--- src/ald_pkg.sv ---
// ============================================================================
// ald_pkg: shared types and constants of the array linked deque
// Holds the slot geometry, opcode and status codes, and the result record
// that passes from the list core to the output register.
// ============================================================================
package ald_pkg;

    // Slot geometry and field widths.
    localparam int SLOTS   = 32;
    localparam int IDX_W   = $clog2(SLOTS);
    localparam int VALUE_W = 32;
    localparam int CNT_W   = 6;

    typedef logic [IDX_W-1:0]   t_slot;
    typedef logic [CNT_W-1:0]   t_count;
    typedef logic [VALUE_W-1:0] t_value;

    // Operation requested by one item.
    typedef enum logic [1:0] {
        OP_PUSH_BACK  = 2'd0,
        OP_PUSH_FRONT = 2'd1,
        OP_POP_BACK   = 2'd2,
        OP_POP_FRONT  = 2'd3
    } t_opcode;

    // Outcome reported with each result item.
    typedef enum logic [1:0] {
        ST_DONE  = 2'd0,
        ST_FULL  = 2'd1,
        ST_EMPTY = 2'd2
    } t_status;

    // Result of one item, as produced by the list core.
    typedef struct packed {
        t_status status;
        t_value  popped_value;
        t_count  entry_count;
    } t_result;

endpackage

--- src/ald_free_enc.sv ---
// ============================================================================
// ald_free_enc: lowest free slot finder
// Priority encoder over the slot in-use bits. Reports the lowest slot whose
// bit is clear and whether any such slot exists.
// ============================================================================
module ald_free_enc (
    input  logic [ald_pkg::SLOTS-1:0] i_used,
    output ald_pkg::t_slot            o_free_slot,
    output logic                      o_free_found
);
    import ald_pkg::*;

    // Scan from the top down so that the lowest free slot wins.
    always_comb begin
        o_free_slot  = '0;
        o_free_found = 1'b0;
        for (int i = SLOTS - 1; i >= 0; i--) begin
            if (!i_used[i]) begin
                o_free_slot  = t_slot'(i);
                o_free_found = 1'b1;
            end
        end
    end

endmodule

--- src/ald_list.sv ---
// ============================================================================
// ald_list: linked list core
// Keeps the slot arrays, head and tail pointers and the entry count, and
// applies at most one push or pop per accepted item.
// ============================================================================
module ald_list (
    input  logic               i_clk,
    input  logic               i_rst_n,
    input  logic               i_accept,
    input  ald_pkg::t_opcode   i_opcode,
    input  ald_pkg::t_value    i_value,
    output ald_pkg::t_result   o_result
);
    import ald_pkg::*;

    // Slot storage. Only slots in use, and their links, are ever read.
    t_value     r_slot_value [SLOTS];
    t_slot      r_slot_next  [SLOTS];
    t_slot      r_slot_prev  [SLOTS];
    logic [SLOTS-1:0] r_slot_used;
    logic [SLOTS-1:0] n_slot_used;

    t_slot  r_head, n_head;
    t_slot  r_tail, n_tail;
    t_count r_size, n_size;

    t_slot  free_slot;
    logic   free_found;
    logic   is_push;
    logic   is_back;
    logic   list_empty;
    logic   do_push;
    logic   do_pop;
    t_slot  end_slot;

    ald_free_enc u_free_enc (
        .i_used       (r_slot_used),
        .o_free_slot  (free_slot),
        .o_free_found (free_found)
    );

    // Decode the operation.
    always_comb begin
        unique case (i_opcode)
            OP_PUSH_BACK:  begin is_push = 1'b1; is_back = 1'b1; end
            OP_PUSH_FRONT: begin is_push = 1'b1; is_back = 1'b0; end
            OP_POP_BACK:   begin is_push = 1'b0; is_back = 1'b1; end
            OP_POP_FRONT:  begin is_push = 1'b0; is_back = 1'b0; end
            default:       begin is_push = 1'b0; is_back = 1'b0; end
        endcase
    end

    assign list_empty = (r_size == '0);
    assign do_push    = i_accept && is_push && free_found;
    assign do_pop     = i_accept && !is_push && !list_empty;
    assign end_slot   = is_back ? r_tail : r_head;

    // Next values of the pointers, the count and the in-use bits.
    always_comb begin
        n_slot_used = r_slot_used;
        n_head      = r_head;
        n_tail      = r_tail;
        n_size      = r_size;
        if (do_push) begin
            n_slot_used[free_slot] = 1'b1;
            n_size = r_size + t_count'(1);
            if (list_empty) begin
                n_head = free_slot;
                n_tail = free_slot;
            end else if (is_back) begin
                n_tail = free_slot;
            end else begin
                n_head = free_slot;
            end
        end
        if (do_pop) begin
            n_slot_used[end_slot] = 1'b0;
            n_size = r_size - t_count'(1);
            // With one entry left the pointers go stale until the next push.
            if (r_size > t_count'(1)) begin
                if (is_back) begin
                    n_tail = r_slot_prev[r_tail];
                end else begin
                    n_head = r_slot_next[r_head];
                end
            end
        end
    end

    // Control state.
    always_ff @(posedge i_clk) begin
        if (!i_rst_n) begin
            r_slot_used <= '0;
            r_head      <= '0;
            r_tail      <= '0;
            r_size      <= '0;
        end else begin
            r_slot_used <= n_slot_used;
            r_head      <= n_head;
            r_tail      <= n_tail;
            r_size      <= n_size;
        end
    end

    // Slot payload and links. The tail or head is in use, so it never
    // collides with the free slot being linked in.
    always_ff @(posedge i_clk) begin
        if (do_push) begin
            r_slot_value[free_slot] <= i_value;
            if (list_empty) begin
                r_slot_next[free_slot] <= free_slot;
                r_slot_prev[free_slot] <= free_slot;
            end else if (is_back) begin
                r_slot_next[r_tail]    <= free_slot;
                r_slot_prev[free_slot] <= r_tail;
                r_slot_next[free_slot] <= free_slot;
            end else begin
                r_slot_prev[r_head]    <= free_slot;
                r_slot_next[free_slot] <= r_head;
                r_slot_prev[free_slot] <= free_slot;
            end
        end
    end

    // Result of the current item.
    always_comb begin
        o_result.status       = ST_DONE;
        o_result.popped_value = '0;
        o_result.entry_count  = n_size;
        if (is_push && !free_found) begin
            o_result.status = ST_FULL;
        end else if (!is_push && list_empty) begin
            o_result.status = ST_EMPTY;
        end
        if (do_pop) begin
            o_result.popped_value = r_slot_value[end_slot];
        end
    end

endmodule

--- src/array_linked_deque.sv ---
// ============================================================================
// array_linked_deque: deque built on a doubly linked list in slot arrays
// Pushes and pops at either end, one result item per input item.
// ============================================================================
// Usage:
//   Input channel: i_valid with i_opcode and i_value; the block answers with
//   o_stall. An item is taken at a clock edge with i_valid high and o_stall
//   low. Opcodes push back, push front, pop back and pop front.
//   Output channel: o_valid with o_status, o_popped_value and o_entry_count;
//   the receiver answers with i_stall. A result is taken at a clock edge with
//   o_valid high and i_stall low.
//   Each result is registered and shown in the cycle after its item is taken.
//   Throughput: one item per cycle unless stalled. The free-slot priority
//   encoder over the 32 in-use bits and the link update finish in the same
//   cycle. A push onto a full list reports full and changes nothing; a pop
//   from an empty list reports empty and changes nothing.
//   Reset (synchronous, active low) empties the list and drops any result.
//   While the receiver stalls, the result holds and o_stall rises, so no
//   further item is taken until the result leaves.
// ============================================================================
module array_linked_deque (
    input  logic                i_clk,
    input  logic                i_rst_n,
    input  logic                i_valid,
    input  logic [1:0]          i_opcode,
    input  logic signed [31:0]  i_value,
    output logic                o_stall,
    output logic                o_valid,
    output logic [1:0]          o_status,
    output logic signed [31:0]  o_popped_value,
    output logic [5:0]          o_entry_count,
    input  logic                i_stall
);
    import ald_pkg::*;

    logic    in_accept;
    t_result core_result;
    t_result r_result;
    logic    r_valid, n_valid;

    // The output register may be refilled in the cycle it empties.
    assign o_stall   = r_valid && i_stall;
    assign in_accept = i_valid && !o_stall;

    ald_list u_list (
        .i_clk    (i_clk),
        .i_rst_n  (i_rst_n),
        .i_accept (in_accept),
        .i_opcode (t_opcode'(i_opcode)),
        .i_value  (t_value'(i_value)),
        .o_result (core_result)
    );

    // Output valid flag.
    always_comb begin
        if (in_accept) begin
            n_valid = 1'b1;
        end else if (i_stall) begin
            n_valid = r_valid;
        end else begin
            n_valid = 1'b0;
        end
    end

    always_ff @(posedge i_clk) begin
        if (!i_rst_n) begin
            r_valid <= 1'b0;
        end else begin
            r_valid <= n_valid;
        end
    end

    // Result payload, loaded with each accepted item.
    always_ff @(posedge i_clk) begin
        if (in_accept) begin
            r_result <= core_result;
        end
    end

    assign o_valid        = r_valid;
    assign o_status       = r_result.status;
    assign o_popped_value = r_result.popped_value;
    assign o_entry_count  = r_result.entry_count;

endmodule

--- config.mk ---
export PLATFORM = sky130hd
export DESIGN_NAME = array_linked_deque
export DESIGN_NICKNAME = d
export VERILOG_FILES = /design/src/ald_pkg.sv /design/src/ald_free_enc.sv /design/src/ald_list.sv /design/src/array_linked_deque.sv
export SDC_FILE = /design/constraint.sdc
export NUM_CORES = 2
export LEC_CHECK = 0
export BUFFER_PORTS_ARGS = -buffer_cell sky130_fd_sc_hd__buf_2
export CORE_ASPECT_RATIO = 1.1
export CORE_MARGIN = 2
export CORE_UTILIZATION = 55
export DETAILED_ROUTE_END_ITERATION = 12
export MAX_ROUTING_LAYER = met4
export PLACE_DENSITY = 0.71
export SYNTH_ARGS = -nofsm -noshare
export SYNTH_HDL_FRONTEND = slang
export SYNTH_SLANG_ARGS = --single-unit
export TNS_END_PERCENT = 100
--- constraint.sdc ---
create_clock -name i_clk -period 16.45 [get_ports i_clk]
set_clock_uncertainty 0.1 [all_clocks]
set_input_delay 3.29 -clock i_clk [delete_from_list [all_inputs] [get_ports i_clk]]
set_output_delay 3.29 -clock i_clk [all_outputs]
set_load 0.02 [all_outputs]
==> summary.txt <==
Floorplanning
  – I/O Pins: 80
  – Core Area: around 110000 sq um
  – Row cnt: 125
  – Initial cell density of the core: 0.5523
  – Die Width: 313.8 microns
  – Die span in y: roughly 340 microns
  – Die area: ~110000 sq um

CTS
  – Hold_buf cts: 0
  – Post CTS Setup Buffer Count: 0
  – Post_cts resized: 0
  – CTS Sinks: 1433
  – CTS clk-pin slew, worst paths: approximately 0.060 ns
  – CTS tree: done
  – Clk Latency, worst-skew pair: 0.76 ns
  – Longest Clk Path Bufs: 3
  – Root Buffer: clkbuf_16
  – H-tree depth: 4
  – CTS buffer count: 142

Flow run
  – Max Cap Viol: 0

Yosys
  – Syn Area/Cell: 18.83 sq um
  – Post-synth EDFFs: 1384
  – Yosys warns: 0
  – Post-Synthesis Cells: 3082
  – Synth area leaders: edfxtp_1 72%, mux4_2 13%, o21ai_0 2.5%, dfxtp_1 1.7%, clkbuf_1 1.0%
  – Async set-reset flop share out of synthesis: 0
  – Synth Net Count: 3123
  – Most frequent cell after synthesis: edfxtp_1
  – Top cell type's share of synthesized area: 0.7160
  – Seq/Total Area, Yosys: 0.7329
  – Synth unique cells: 67
  – Post-synth top cells: 1384 x edfxtp_1, 336 x mux4_2, 291 x o21ai_0, 162 x clkbuf_1, 73 x nand2_1
  – Number of synthesized register bits: 1433
  – Leading area contributor after synthesis: edfxtp_1
  – Post-Synthesis Cell Area: 58050 sq um
  – Synth Flop Type: edfxtp_1

Detailed routing
  – Drt total wl: about 150000 microns
  – Via density: 6.951
  – 1st-iter DRT viols: 4740
  – Avg WL per Cell: 32.92 microns
  – Via count: 32190
  – Routed Antenna Nets: 0
  – # DRC: 0
  – DR pass1 iterations: 6

Setup path
  – Crit path kind: input port to flip-flop
  – CP startpoint kind: input port
  – Crit path cell chain: buf_2, mux2i_4, buf_4, buf_4, mux4_2, a22o_1, a221oi_1, a31oi_1
  – CP arrival: 7.76 ns
  – R2R setup slack: 11.13 ns
  – Crit path required time: 16.81 ns
  – Slowest cell on crit path: mux2i_4
  – Most used cell, CP: buf_4
  – CP Max Fanout: 48
  – Crit. End Element: flip-flop
  – Slowest stage delay, CP: ~0.89 ns

STA
  – Post-layout minimum cycle time: 7.400 ns
  – Fin crit share: 0.4499
  – Slew Limit Fails: 0
  – Final hold violation count: 0
  – RSZ-0062 raised after global routing: no
  – Slew Limit Headroom: 0.1524
  – Max Fclk: approximately 140 MHz
  – Setup ws final: around 9 ns
  – Final setup fails: 0
  – Slew @ Worst Pin: 1.267 ns
  – Fin Setup TNS: 0 ns

GRT
  – First-pass GRT wire length: 219000 microns
  – Congestion Overflow GR: 0
  – Vias in the first global route: between 30000 and 40000
  – Gr usage total: 0.2926
  – Initial antenna violation count: 7
  – Largest net degree at the start of global routing: 146

Final layout
  – # nets final: 3156
  – Area Overhead vs Synth: 11.23%
  – Share of cells above drive strength 1: 0.2553
  – Post-Layout Cell Count: 4630
  – Fin area: 64570 sq um
  – Fillers: between 7000 and 8000

Power and ir drop
  – Power per Cell Area: 123.8 nW/um^2
  – Leak Pwr: 20.06 nW
  – VDD IR-drop max: around 0.0001 V

Worst hold path
  – Worst min path class: flip-flop to flip-flop

Placed design
  – Gpl congestion: 0.9410
  – Place WS: roughly 8 ns
  – Dpl cells: 4368
  – IO Port Bufs: a little under 80
  – Cell area after placement: 59970 sq um
  – DP Wirelength: 76690 microns

Outcome
  – Status: complete, no violations
-- power breakdown --
part           switching [mW]  internal [mW]  leakage (nW)
Sequential             0.0370           4.03          12.7
Clock                    1.35           1.85          2.24
Combinational           0.449          0.283          5.14
-- worst paths after layout --
path,from,to,cells after the start
setup / recovery,i_opcode[0],o_popped_value[18],8
hold / removal,u_list.r_slot_used[10],u_list.r_slot_used[10],2
setup reg to reg,u_list.r_slot_used[20],u_list.r_slot_value[15][8],8
hold reg to reg,u_list.r_slot_used[10],u_list.r_slot_used[10],2
-- sequential cells by signal, indices dropped and copies added, names as in the netlist --
register,cells
o_popped_value,32
u_list.r_slot_value,1024
u_list.r_size,6
u_list.r_slot_used,32
u_list.r_head,5
o_entry_count,6
u_list.r_tail,5
u_list.r_slot_prev,160
o_valid,1
u_list.r_slot_next,160
o_status,2
-- critical path: cells and delay by family --
family | cells | cell delay, ns
AOI/OAI and AO/OA | 3 | 0.71
buffers and inverters | 3 | 2.17
muxes | 2 | 1.49
-- area by class of cell --
class	instances	area [sq um]	share of cell area
sequential	1433	42550	0.6590
clock buffer	178	3805	0.05893
inverter	29	108.9	0.001686
clock inverter	78	780.7	0.01209
antenna	6	15.01	0.0002325
multi-input combinational	1361	14640	0.2267
tap	1397	1748	0.02707
timing repair buffer	148	925.9	0.01434
-- layer usage --
| layer | part of all wire | track usage | vias up |
|---|---|---|---|
| met5 | 0 | - | - |
| met4 | 0.035 | 0.1017 | 0 |
| met3 | 0.10 | 0.05109 | 365 |
| met2 | 0.49 | 0.4637 | 2062 |
| met1 | 0.37 | 0.3881 | 16800 |
| li1 | - | - | 12960 |
-- cells by family after synthesis --
kind of cell / count (synthesis) / share of synthesized area
flip-flops: 1433 / 0.7329
AO/OA/AOI/OAI: 676 / 0.07604
multiplexers: 404 / 0.1455
buffers and inverters: 288 / 0.02086
AND/OR/NAND/NOR: 273 / 0.02334
XOR/XNOR: 5 / 0.0007545
adder cells (fa/ha/maj): 3 / 0.0006467
-- metrics by stage --
stage / power, mW / hold slack, ns / util
after floorplan: 4.624 / 0.3640 / -
after global placement: 4.851 / 0.3910 / 0.5706
final: 7.993 / 0.4309 / 0.6144
after detailed placement: 4.868 / 0.4075 / 0.5706
after CTS: 8.025 / 0.4168 / 0.6142
after global routing: 8.212 / 0.4505 / 0.6143
-- placed cells by master (no fill, tap or decap), drive strengths merged, types with 6 or more instances in the layout --
cell type / synthesis / routed
edfxtp: 1384 / 1384
mux4: 336 / 336
o21ai: 296 / 296
clkbuf: 164 / 178
buf: 95 / 148
nand2: 73 / 73
a22oi: 70 / 70
mux2: 65 / 65
nor2: 60 / 60
clkinv: 0 / 57
o22ai: 53 / 53
dfxtp: 49 / 49
a221oi: 42 / 42
a21oi: 41 / 41
a22o: 38 / 38
inv: 29 / 35
a31oi: 33 / 33
nor3: 33 / 33
nand3: 32 / 32
nand4: 18 / 18
o221ai: 15 / 15
o221a: 13 / 13
bufinv: 0 / 13
and2: 12 / 12
o32ai: 11 / 11
o211ai: 11 / 11
a32oi: 10 / 10
and3: 8 / 8
o21a: 8 / 8
o2111ai: 8 / 8
nor2b: 7 / 7
nand2b: 7 / 7
diode: 0 / 6
and4: 6 / 6
nor4: 6 / 6
Power figures use the tool's default switching activity.
